**src/hw/rtl/ndef_rhp_pkg.sv**
```systemverilog
// shared types and constants for the ndef record header parser
// holds parse phases, end reason codes, header bit positions and the result struct
// no dependencies
package ndef_rhp_pkg;

  // parameter defaults
  localparam int DEF_MAX_RECORDS = 8;
  localparam int DEF_TYPE_KEEP   = 8;

  // record header bits
  localparam int    HDR_ME_BIT = 6;
  localparam int    HDR_SR_BIT = 4;
  localparam int    HDR_IL_BIT = 3;
  localparam int    TYPE_SLOTS = 8;

  // result tdata packing, lowest field first
  localparam int    RES_BITS = 156;
  localparam int    TDATA_W  = 160;

  typedef enum logic [2:0] {
    PH_HEADER,
    PH_TYPE_LEN,
    PH_PLEN,
    PH_ID_LEN,
    PH_TYPE,
    PH_ID,
    PH_PAYLOAD
  } phase_t;

  typedef enum logic [1:0] {
    END_ME       = 2'd0,
    END_BOUNDARY = 2'd1,
    END_CUT      = 2'd2,
    END_LIMIT    = 2'd3
  } end_reason_t;

  typedef struct packed {
    logic        record_valid;
    logic [2:0]  record_index;
    logic [7:0]  header_flags;
    logic [2:0]  type_name_format;
    logic [7:0]  type_length;
    logic [63:0] type_head;
    logic [31:0] payload_length;
    logic [31:0] payload_offset;
    logic        message_done;
    end_reason_t end_reason;
    logic [3:0]  record_total;
  } rhp_result_t;

endpackage

```
**src/hw/rtl/ndef_rhp_core.sv**
```systemverilog
// parse state of the ndef record header parser and its per-byte update
// one registered byte in, one optional result out, state committed on step
// depends on ndef_rhp_pkg
module ndef_rhp_core #(
  parameter int MAX_RECORDS = ndef_rhp_pkg::DEF_MAX_RECORDS,
  parameter int TYPE_KEEP   = ndef_rhp_pkg::DEF_TYPE_KEEP
) (
  input  logic                      clk,
  input  logic                      rst,
  input  logic                      step,
  input  logic [7:0]                data_byte,
  input  logic                      last_byte,
  output ndef_rhp_pkg::rhp_result_t res,
  output logic                      res_fire
);
  import ndef_rhp_pkg::*;

  localparam int CW = $clog2(MAX_RECORDS + 1);

  // control state
  phase_t        parse_phase, parse_phase_next;
  logic [31:0]   byte_position, byte_position_next;
  logic [CW-1:0] records_done, records_done_next;
  logic          stopped, stopped_next;

  // held record fields
  logic [7:0]  held_header, held_header_next;
  logic [7:0]  held_type_length, held_type_length_next;
  logic [7:0]  held_id_length, held_id_length_next;
  logic [31:0] held_payload_length, held_payload_length_next;
  logic [31:0] field_countdown, field_countdown_next;
  logic [63:0] held_type_bytes, held_type_bytes_next;
  logic [31:0] held_payload_offset, held_payload_offset_next;

  logic          rec_complete;
  logic          msg_done;
  end_reason_t   reason;
  logic [CW-1:0] rec_idx;
  logic [7:0]    type_idx;
  logic [31:0]   cd_dec;
  logic          go_type, go_id, go_pay;

  // per-byte parse step
  always_comb begin
    parse_phase_next         = parse_phase;
    byte_position_next       = byte_position;
    records_done_next        = records_done;
    stopped_next             = stopped;
    held_header_next         = held_header;
    held_type_length_next    = held_type_length;
    held_id_length_next      = held_id_length;
    held_payload_length_next = held_payload_length;
    field_countdown_next     = field_countdown;
    held_type_bytes_next     = held_type_bytes;
    held_payload_offset_next = held_payload_offset;
    rec_complete             = 1'b0;
    msg_done                 = 1'b0;
    reason                   = END_ME;
    rec_idx                  = records_done;
    go_type                  = 1'b0;
    go_id                    = 1'b0;
    go_pay                   = 1'b0;
    cd_dec                   = field_countdown - 32'd1;
    type_idx                 = held_type_length - field_countdown[7:0];

    if (stopped) begin
      // skip bytes until the end of the message
      if (last_byte) begin
        parse_phase_next   = PH_HEADER;
        byte_position_next = '0;
        records_done_next  = '0;
        stopped_next       = 1'b0;
      end
    end else begin
      byte_position_next = byte_position + 32'd1;

      case (parse_phase)
        PH_HEADER: begin
          if (records_done >= CW'(MAX_RECORDS)) begin
            msg_done = 1'b1;
            reason   = END_LIMIT;
          end else begin
            held_header_next         = data_byte;
            held_type_length_next    = '0;
            held_id_length_next      = '0;
            held_payload_length_next = '0;
            held_type_bytes_next     = '0;
            held_payload_offset_next = '0;
            parse_phase_next         = PH_TYPE_LEN;
          end
        end
        PH_TYPE_LEN: begin
          held_type_length_next    = data_byte;
          held_payload_length_next = '0;
          field_countdown_next     = held_header[HDR_SR_BIT] ? 32'd1 : 32'd4;
          parse_phase_next         = PH_PLEN;
        end
        PH_PLEN: begin
          held_payload_length_next = {held_payload_length[23:0], data_byte};
          field_countdown_next     = cd_dec;
          if (cd_dec == '0) begin
            if (held_header[HDR_IL_BIT]) parse_phase_next = PH_ID_LEN;
            else go_type = 1'b1;
          end
        end
        PH_ID_LEN: begin
          held_id_length_next = data_byte;
          go_type             = 1'b1;
        end
        PH_TYPE: begin
          // keep the first type bytes in their lanes
          for (int k = 0; k < TYPE_SLOTS; k++) begin
            if (k < TYPE_KEEP && type_idx == 8'(k)) begin
              held_type_bytes_next[8*k +: 8] = data_byte;
            end
          end
          field_countdown_next = cd_dec;
          if (cd_dec == '0) go_id = 1'b1;
        end
        PH_ID: begin
          field_countdown_next = cd_dec;
          if (cd_dec == '0) go_pay = 1'b1;
        end
        PH_PAYLOAD: begin
          field_countdown_next = cd_dec;
          if (cd_dec == '0) begin
            parse_phase_next = PH_HEADER;
            rec_complete     = 1'b1;
          end
        end
        default: begin
          parse_phase_next = PH_HEADER;
        end
      endcase

      // skip empty type, id and payload fields
      if (go_type) begin
        if (held_type_length_next != '0) begin
          parse_phase_next     = PH_TYPE;
          field_countdown_next = 32'(held_type_length_next);
        end else begin
          go_id = 1'b1;
        end
      end
      if (go_id) begin
        if (held_id_length_next != '0) begin
          parse_phase_next     = PH_ID;
          field_countdown_next = 32'(held_id_length_next);
        end else begin
          go_pay = 1'b1;
        end
      end
      if (go_pay) begin
        held_payload_offset_next = byte_position_next;
        if (held_payload_length_next == '0) begin
          parse_phase_next = PH_HEADER;
          rec_complete     = 1'b1;
        end else begin
          parse_phase_next     = PH_PAYLOAD;
          field_countdown_next = held_payload_length_next;
        end
      end

      // end of message decision
      if (rec_complete) begin
        records_done_next = records_done + CW'(1);
        if (held_header[HDR_ME_BIT]) begin
          msg_done = 1'b1;
          reason   = END_ME;
        end
      end
      if (!msg_done && last_byte) begin
        msg_done = 1'b1;
        reason   = (parse_phase_next == PH_HEADER) ? END_BOUNDARY : END_CUT;
      end
    end
  end

  // result fields, zero where they do not apply
  always_comb begin
    res          = '0;
    res_fire     = !stopped && (rec_complete || msg_done);
    if (rec_complete) begin
      res.record_valid     = 1'b1;
      res.record_index     = 3'(rec_idx);
      res.header_flags     = held_header;
      res.type_name_format = held_header[2:0];
      res.type_length      = held_type_length_next;
      res.type_head        = held_type_bytes_next;
      res.payload_length   = held_payload_length_next;
      res.payload_offset   = held_payload_offset_next;
    end
    if (msg_done) begin
      res.message_done = 1'b1;
      res.end_reason   = reason;
      res.record_total = 4'(records_done_next);
    end
  end

  // control registers
  always_ff @(posedge clk) begin
    if (rst) begin
      parse_phase   <= PH_HEADER;
      byte_position <= '0;
      records_done  <= '0;
      stopped       <= 1'b0;
    end else if (step) begin
      if (!stopped && last_byte) begin
        parse_phase   <= PH_HEADER;
        byte_position <= '0;
        records_done  <= '0;
        stopped       <= 1'b0;
      end else begin
        parse_phase   <= parse_phase_next;
        byte_position <= byte_position_next;
        records_done  <= records_done_next;
        stopped       <= stopped_next | msg_done;
      end
    end
  end

  // held record fields
  always_ff @(posedge clk) begin
    if (step) begin
      held_header         <= held_header_next;
      held_type_length    <= held_type_length_next;
      held_id_length      <= held_id_length_next;
      held_payload_length <= held_payload_length_next;
      field_countdown     <= field_countdown_next;
      held_type_bytes     <= held_type_bytes_next;
      held_payload_offset <= held_payload_offset_next;
    end
  end

  // record count never passes the limit
  a_count_bound: assert property (@(posedge clk) disable iff (rst)
    records_done <= CW'(MAX_RECORDS))
    else $error("record count beyond limit");

  // a byte marked last restarts the message
  a_restart: assert property (@(posedge clk) disable iff (rst)
    step && last_byte |=> byte_position == '0 && records_done == '0 && !stopped)
    else $error("message did not restart after last byte");

  // a completed record always leaves the parser at a header boundary
  a_rec_boundary: assert property (@(posedge clk) disable iff (rst)
    step && res_fire && res.record_valid && !last_byte |=> parse_phase == PH_HEADER)
    else $error("record completed away from header boundary");

  // a stopped parser gives no result
  a_stopped_quiet: assert property (@(posedge clk) disable iff (rst)
    stopped |-> !res_fire)
    else $error("result while stopped");

endmodule

```
**src/hw/rtl/ndef_record_header_parser.sv**
```systemverilog
// ndef record header parser: a byte reaches its result item via byte and result registers
// one byte per cycle unless m_axis_tready stalls; byte and result registers part the sides
// a result waiting on m_axis_tready stalls input only once the byte register is also full
// rst (synchronous) clears the parse state to a new message and empties both registers
// depends on ndef_rhp_pkg and ndef_rhp_core
module ndef_record_header_parser #(
  parameter int MAX_RECORDS = ndef_rhp_pkg::DEF_MAX_RECORDS,
  parameter int TYPE_KEEP   = ndef_rhp_pkg::DEF_TYPE_KEEP
) (
  input  logic                             clk,
  input  logic                             rst,
  input  logic                             s_axis_tvalid,
  output logic                             s_axis_tready,
  input  logic [7:0]                       s_axis_tdata,  // data_byte
  input  logic                             s_axis_tlast,  // last_byte
  output logic                             m_axis_tvalid,
  input  logic                             m_axis_tready,
  // record_index, header_flags, type_name_format, type_length, type_head,
  // payload_length, payload_offset, end_reason, record_total, zero pad
  output logic [ndef_rhp_pkg::TDATA_W-1:0] m_axis_tdata,
  output logic                             m_axis_tuser,  // record_valid
  output logic                             m_axis_tlast   // message_done
);
  import ndef_rhp_pkg::*;

  logic        in_vld;
  logic [7:0]  in_byte;
  logic        in_last;
  logic        advance;
  logic        out_vld;
  rhp_result_t out_res;
  rhp_result_t res;
  logic        res_fire;

  assign advance       = in_vld && (!out_vld || m_axis_tready);
  assign s_axis_tready = !in_vld || advance;

  // byte register
  always_ff @(posedge clk) begin
    if (rst) begin
      in_vld <= 1'b0;
    end else if (s_axis_tvalid && s_axis_tready) begin
      in_vld <= 1'b1;
    end else if (advance) begin
      in_vld <= 1'b0;
    end
  end

  always_ff @(posedge clk) begin
    if (s_axis_tvalid && s_axis_tready) begin
      in_byte <= s_axis_tdata;
      in_last <= s_axis_tlast;
    end
  end

  ndef_rhp_core #(
    .MAX_RECORDS (MAX_RECORDS),
    .TYPE_KEEP   (TYPE_KEEP)
  ) u_core (
    .clk       (clk),
    .rst       (rst),
    .step      (advance),
    .data_byte (in_byte),
    .last_byte (in_last),
    .res       (res),
    .res_fire  (res_fire)
  );

  // result register
  always_ff @(posedge clk) begin
    if (rst) begin
      out_vld <= 1'b0;
    end else if (advance && res_fire) begin
      out_vld <= 1'b1;
    end else if (m_axis_tready) begin
      out_vld <= 1'b0;
    end
  end

  always_ff @(posedge clk) begin
    if (advance && res_fire) begin
      out_res <= res;
    end
  end

  // output packing
  assign m_axis_tvalid = out_vld;
  assign m_axis_tuser  = out_res.record_valid;
  assign m_axis_tlast  = out_res.message_done;
  assign m_axis_tdata  = {(TDATA_W - RES_BITS)'(0),
                          out_res.record_total,
                          out_res.end_reason,
                          out_res.payload_offset,
                          out_res.payload_length,
                          out_res.type_head,
                          out_res.type_length,
                          out_res.type_name_format,
                          out_res.header_flags,
                          out_res.record_index};

  // a held result stays until taken
  a_hold: assert property (@(posedge clk) disable iff (rst)
    m_axis_tvalid && !m_axis_tready |=> m_axis_tvalid && $stable(m_axis_tdata))
    else $error("result changed while stalled");

  // the core only steps on a held byte
  a_step_src: assert property (@(posedge clk) disable iff (rst)
    advance |-> in_vld)
    else $error("step without a byte");

  // every result describes a record or ends a message
  a_res_kind: assert property (@(posedge clk) disable iff (rst)
    m_axis_tvalid |-> m_axis_tuser || m_axis_tlast)
    else $error("empty result");

endmodule
```
**config.mk**
```make
export PLATFORM = sky130hd
export DESIGN_NAME = ndef_record_header_parser
export DESIGN_NICKNAME = d
export VERILOG_FILES = /design/src/hw/rtl/ndef_rhp_pkg.sv /design/src/hw/rtl/ndef_rhp_core.sv /design/src/hw/rtl/ndef_record_header_parser.sv
export SDC_FILE = /design/constraint.sdc
export NUM_CORES = 1
export LEC_CHECK = 0
export ABC_AREA = 1
export BUFFER_PORTS_ARGS = -buffer_cell sky130_fd_sc_hd__buf_2
export CORE_MARGIN = 8
export CORE_UTILIZATION = 60
export DETAILED_ROUTE_END_ITERATION = 16
export GPL_TIMING_DRIVEN = 1
export PLACE_DENSITY_LB_ADDON = 0.05
export SLEW_MARGIN = 25
export SYNTH_ARGS = -nofsm -noshare
export SYNTH_HDL_FRONTEND = slang
export SYNTH_SLANG_ARGS = --single-unit
```
**constraint.sdc**
```tcl
create_clock -name clk -period 8.6 [get_ports clk]
set_clock_uncertainty 0.05 [all_clocks]
set_input_delay 0.43 -clock clk [delete_from_list [all_inputs] [get_ports clk]]
set_output_delay 0.43 -clock clk [all_outputs]
set_load 0.02 [all_outputs]
```
# Word level (Yosys, flattened, before mapping)
# Index checks and enable logic that the tools add are counted.
# totals
regBits	393
inputBits	13
output_inout_bits	164
# classes
add_sub_neg	4
order_cmp	1
eq_ne	14
n_mux	97
bitwise_logic	4
reduce_logical	28
# op_table
op	n
$mux W32	16
$mux W151	1
$mux W64	2
$pmux W64 S2	1
$mux W8	13
$pmux W32 S3	1
$logic_not A32 Y1	2
$pmux W32 S2	1
$mux W3	15
$add A32 B1 Y32 const B	1
$eq A8 B3 Y1 const B	4
$pmux W8 S2	2
$sub A32 B1 Y32 const B	1
$mux W1	31
$eq A8 B2 Y1 const B	2
$mux W4	4
$reduce_bool A8 Y1	2
$pmux W3 S5	1
$mux W2	7
$eq A3 B3 Y1 const B	3
$eq A8 B1 Y1 const B	1
$logic_not A8 Y1	1
$sub A8 B8 Y8	1
$mux W7	1
other kinds (18)	34

# Depth between registers and ports, before layout
# depth
ltp_word	22
depth_mapped	26
mapped_depth_nobuf	26

# Hierarchy
# A second synthesis with hierarchy kept.
# unflattened
cells_unflattened	2243
area_unflattened_um2	20071.8
# modules_own_cells
module	instances	cells_each	area_each_um2	seq_area_each_um2
ndef_rhp_core	1	2053	14914.3	6326.1
ndef_record_header_parser	1	190	5157.4	5054.8

# Worst setup path before layout
# OpenSTA, ideal clock, no wires.
# synth_timing
path_type	input port to flip-flop
startpoint	input port m_axis_tready
endpoint	register out_res (netlist bit m_axis_tdata[0]), enable pin
arrival_ps	6723
t_required_ps	8043
slack_ps	1320
cell_stages	6
n_path_buf	0
cell_sequence	inv_1 nand2_1 nand2_1 inv_1 nand2_1 inv_1
# synth_via
elab_chain_len	3
# synth_lines
element	line_no	text
start: declaration	ndef_record_header_parser.sv:17	input logic m_axis_tready,
$logic_or A1 B1 Y1	ndef_record_header_parser.sv:35	assign advance = in_vld && (!out_vld || m_axis_tready);
$logic_and A1 B1 Y1	ndef_record_header_parser.sv:35	
net advance	ndef_record_header_parser.sv:29	logic advance;
$logic_and A1 B1 Y1	ndef_record_header_parser.sv:81	if (advance && res_fire) begin
end signal: assignment	ndef_record_header_parser.sv:82	out_res <= res;
end: declaration	ndef_record_header_parser.sv:31	rhp_result_t out_res;
# The timed path passes the listed nets, and every way through them passes these cells.
# A chain may end at the register's enable or synchronous reset.

# Worst setup path in the final report
# layout_timing
startpoint	register u_core.parse_phase[2]
endpoint	register out_res (netlist bit m_axis_tdata[92]), enable pin
# layout_via
elab_chain_len	20
elab_cells_between_ends	42
# layout_lines
element	line_no	text
start: declaration	ndef_rhp_core.sv:21	phase_t parse_phase, parse_phase_next;
start signal: assignment	ndef_rhp_core.sv:214	parse_phase <= parse_phase_next;
$eq A3 B1 Y1 / $logic_not A3 Y1 (equally long branches)	ndef_rhp_core.sv:77	case (parse_phase)
$pmux W8 S2	ndef_rhp_core.sv:77	
$mux W8	ndef_rhp_core.sv:66	if (stopped) begin
$reduce_bool A8 Y1	ndef_rhp_core.sv:138	if (held_type_length_next != '0) begin
$mux W1	ndef_rhp_core.sv:138	
$mux W1	ndef_rhp_core.sv:137	if (go_type) begin
$mux W1	ndef_rhp_core.sv:66	
$mux W1	ndef_rhp_core.sv:145	if (go_id) begin
[4 not listed]	-	
$mux W1	ndef_rhp_core.sv:66	
$logic_not A1 Y1	ndef_rhp_core.sv:172	if (!msg_done && last_byte) begin
$logic_and A1 B1 Y1	ndef_rhp_core.sv:172	
$mux W1	ndef_rhp_core.sv:172	
$mux W1	ndef_rhp_core.sv:66	
$logic_or A1 B1 Y1 *	ndef_rhp_core.sv:182	res_fire = !stopped && (rec_complete || msg_done);
$logic_and A1 B1 Y1 *	ndef_rhp_core.sv:182	
$logic_and A1 B1 Y1 *	ndef_record_header_parser.sv:81	
# Mark *: on every way between the ends. The rest lies on a longest branch, timed or not. The select of a mux whose other input is x is not followed.

==> results.py <==
metrics = {
    "logic_synthesis": {
        "ys_seq_area_share_pct": 56.7,
        "synth_top_area_cell": "edfxtp_1",
        "ys_warn_count": 0,
        "synthMuxAreaShare_pct": 0,
        "synth-seq-cells": 390,
        "synth_area_sq_um": 19900,
        "synth_top_family_by_area": "simple AND/OR/NAND/NOR gates",
        "synthTopCellsByArea": "edfxtp_1 (52%), nand2_1 (8.4%), inv_1 (6.1%), nor2_1 (5.4%), o21ai_0 (4.3%)",
        "yosysUniqueCellTypes": 45,
        "synthDominantCellAreaShare_pct": 52.5,
        "synth_compound_gate_area_share_pct": 12.6,
        "synth_xor_area_share_pct": 1.41,
        "synth.avg_cell_area_sq_um": 8.98,
        "synth_ff_type": "edfxtp_1",
        "synthArstFlopShare_pct": 0,
        "syn_inst": 2218,
        "synth_edf_count": 348,
        "synth_simple_gate_area_share_pct": 19.8,
        "synth-adder-area-share_pct": 0.854,
    },
    "setup_path": {
        "crit_path_start_kind": "flip-flop",
        "worstPathRequired_ns": 8.74,
        "worst-r2r-setup-slack_ns": 3.52,
        "worstPathArrival_ns": 5.22,
        "path_class": "flip-flop to flip-flop",
        "endpoint_kind": "flip-flop",
        "path_max_fanout": 83,
    },
    "clocking": {
        "ctsHoldBuffers": 9,
        "clock_sinks": 390,
        "clock_latency_ns": 0.57,
        "cts_buffer_depth": 3,
        "cts_max_level": 2,
        "cts_made_buffers": 42,
        "clkTransAtPathRegs_ns": 0.06,
        "cts.repair.resized": 0,
        "cts-root-buf": "clkbuf_16",
        "cts_tree": "yes",
        "post_cts_buffers": 0,
    },
    "placement": {
        "gp_congestion": 0.978,
        "post_dp_cell_area_sq_um": 21000,
        "portBuffers": 172,
        "dpl.hpwl_microns": 37800,
    },
    "grt": {
        "antenna_found_initial": 0,
        "gr-total-overflow": 0,
        "grt_usage_pct": 27.3,
        "grt_max_degree": 84,
        "grt_pass1_vias": 15316,
        "grt_pass1_wl_microns": 84500,
    },
    "job": {
        "maxCapViolCount": 0,
    },
    "sta": {
        "worst_slew_pin_slew_ns": 0.980,
        "fin_setup_tns_ns": 0,
        "drv_slew": 0,
        "hold_ws_ns": 0.160,
        "fmax_ghz": 0.197,
        "max_slew_margin_pct": 34.6,
        "finalHoldViolCount": 0,
        "rsz0062_at_grt": "false",
        "period_share_pct": 59.0,
        "finalSetupViolCount": 0,
        "period_needed_ns": 5.08,
    },
    "power_and_ir_drop": {
        "power.density_nw_per_um2": 188,
        "switching_share_pct": 23.1,
        "internal_power_mw": 3.26,
        "pwr-share-clk_pct": 43.0,
        "p_sw_mw": 0.980,
        "combPwrFrac_pct": 6.0,
        "power.leakage_nw": 8.70,
        "seqPwrFrac_pct": 51.0,
        "max-vdd-ir-drop_v": 0.000269,
    },
    "routing": {
        "routed_wirelength_microns": 54600,
        "wl_per_cell_microns": 19.2,
        "via_per_inst": 5.70,
        "antenna_left": 0,
        "drc": 0,
        "first_pass_iters": 6,
        "drtIter0Drc": 1844,
        "via_count": 16213,
    },
    "die": {
        "pin_count": 177,
        "start_util_pct": 61.1,
        "core_sq_um": 32600,
        "dieWidth_microns": 198,
        "die_h_microns": 198,
        "fp-row-count": 66,
        "die_area_sq_um": 39300,
    },
    "status": {
        "status": "finished clean",
    },
    "final_layout": {
        "final_net_count": 2394,
        "drive_above_1_share_pct": 14.0,
        "area_growth_pct": 13.2,
        "post-route-util_pct": 69.1,
        "final_area_sq_um": 22500,
    },
    "min_path": {
        "hold_path_class": "primary input to flip-flop",
    },
}
## power by group through the flow
stage,registers (mW),clock network [mW],logic (mW)
3_3_place_gp,2.20,0,0.244
6_report,2.16,1.82,0.253
2_1_floorplan,2.21,0,0.152
5_1_grt,2.17,1.92,0.278
4_1_cts,2.16,1.85,0.251
3_5_place_dp,2.20,0,0.247
## logic make-up (layout without fill, tap and decap cells)
group,count (synthesis),count (layout)
AOI/OAI and AO/OA,417,417
xor gates and xnor gates,32,32
DFF,390,390
buffers and inverters,431,611
adders and majority gates,13,13
and+or+nand+nor,934,934
other,1,5
## synth_stat cells, drive strengths merged, types with 2 or more instances
master	instances
nand2	466
edfxtp	348
inv	337
nor2	307
o21ai	189
nand3	77
o211ai	64
a21oi	57
clkbuf	55
a22oi	53
dfxtp	42
buf	37
o22ai	37
nand4	33
xor2	24
nor3	16
and2	14
ha	12
or2	12
o21a	8
xnor2	8
nor4	7
a31oi	3
a211oi	2
a221oi	2
clkinv	2
nand3b	2
o21bai	2
## placed cells by master, fill, tap and decap left out, drive strengths merged, types with 7 or more instances in the layout
cell	n
nand2	466
edfxtp	348
inv	339
nor2	307
o21ai	189
buf	186
nand3	77
o211ai	64
a21oi	57
clkbuf	55
a22oi	53
dfxtp	42
o22ai	37
nand4	33
xor2	24
clkinv	17
nor3	16
and2	14
ha	12
or2	12
dlygate4sd3	9
xnor2	8
o21a	8
nor4	7
## metrics by stage
step | total power, mW | worst slack [ns] | std cells
floorplan | 2.36 | 1.32 | 2221
global placement | 2.44 | 3.42 | 2757
detailed placement | 2.45 | 3.28 | 2757
CTS | 4.26 | 3.28 | 2843
global route | 4.36 | 3.08 | 2843
finish | 4.24 | 3.52 | 2844
## final cells by class
class                      instances  area [sq um]
antenna                            1          2.50
clock buffer                      55          1190
clock inverter                    22           213
fill                            2615         10100
inverter                         339          1280
multi-input combinational       1400          6960
sequential                       390         11300
tap                              442           553
timing repair buffer             195          1060
## per-layer routing
| layer | global-route usage, % | wire [microns] | vias to the layer above |
|---|---|---|---|
| met2 | 44.2 | 25700 | 694 |
| met5 | 0 | 0 | - |
| met3 | 5.57 | 4510 | 94 |
| li1 | - | - | 7744 |
| met1 | 37.3 | 23100 | 7681 |
| met4 | 7.16 | 1260 | 0 |
## worst max-delay path: stages, from the launching register on
cell	delay (ns)
dfxtp_1	0.50
inv_2	0.14
nand2_1	0.49
inv_2	0.29
a22oi_1	0.57
nand4_1	0.17
nor2_1	0.13
inv_1	0.05
nor2_1	0.15
nand3_1	0.25
nand3_1	0.25
nand2_1	0.10
a31oi_1	0.13
nand2_1	0.14
inv_6	0.53
buf_6	0.63
## flip-flops by register name, indices dropped and copies added (netlist names), 4 cells and up
signal and flops:
u_core.held_type_bytes 64, u_core.rec_idx 4, u_core.field_countdown 32, u_core.held_type_length 8
u_core.held_header 8, m_axis_tdata 153, u_core.held_id_length 8, u_core.held_payload_offset 32
u_core.held_payload_length 32, in_byte 8, u_core.byte_position 32
## path summary, 6_finish.rpt
path	startpoint	to	cells after the start
max	u_core.parse_phase[2]$_SDFFE_PP0P_	m_axis_tdata[92]$_SDFFCE_PP0P_	15
min	s_axis_tvalid	in_vld$_SDFFE_PP0P_	3
max reg2reg	u_core.parse_phase[2]$_SDFFE_PP0P_	m_axis_tdata[92]$_SDFFCE_PP0P_	15
min reg2reg	u_core.byte_position[7]$_SDFFE_PP0P_	u_core.byte_position[7]$_SDFFE_PP0P_	2
No activity file was read; power rests on OpenSTA's default activity.
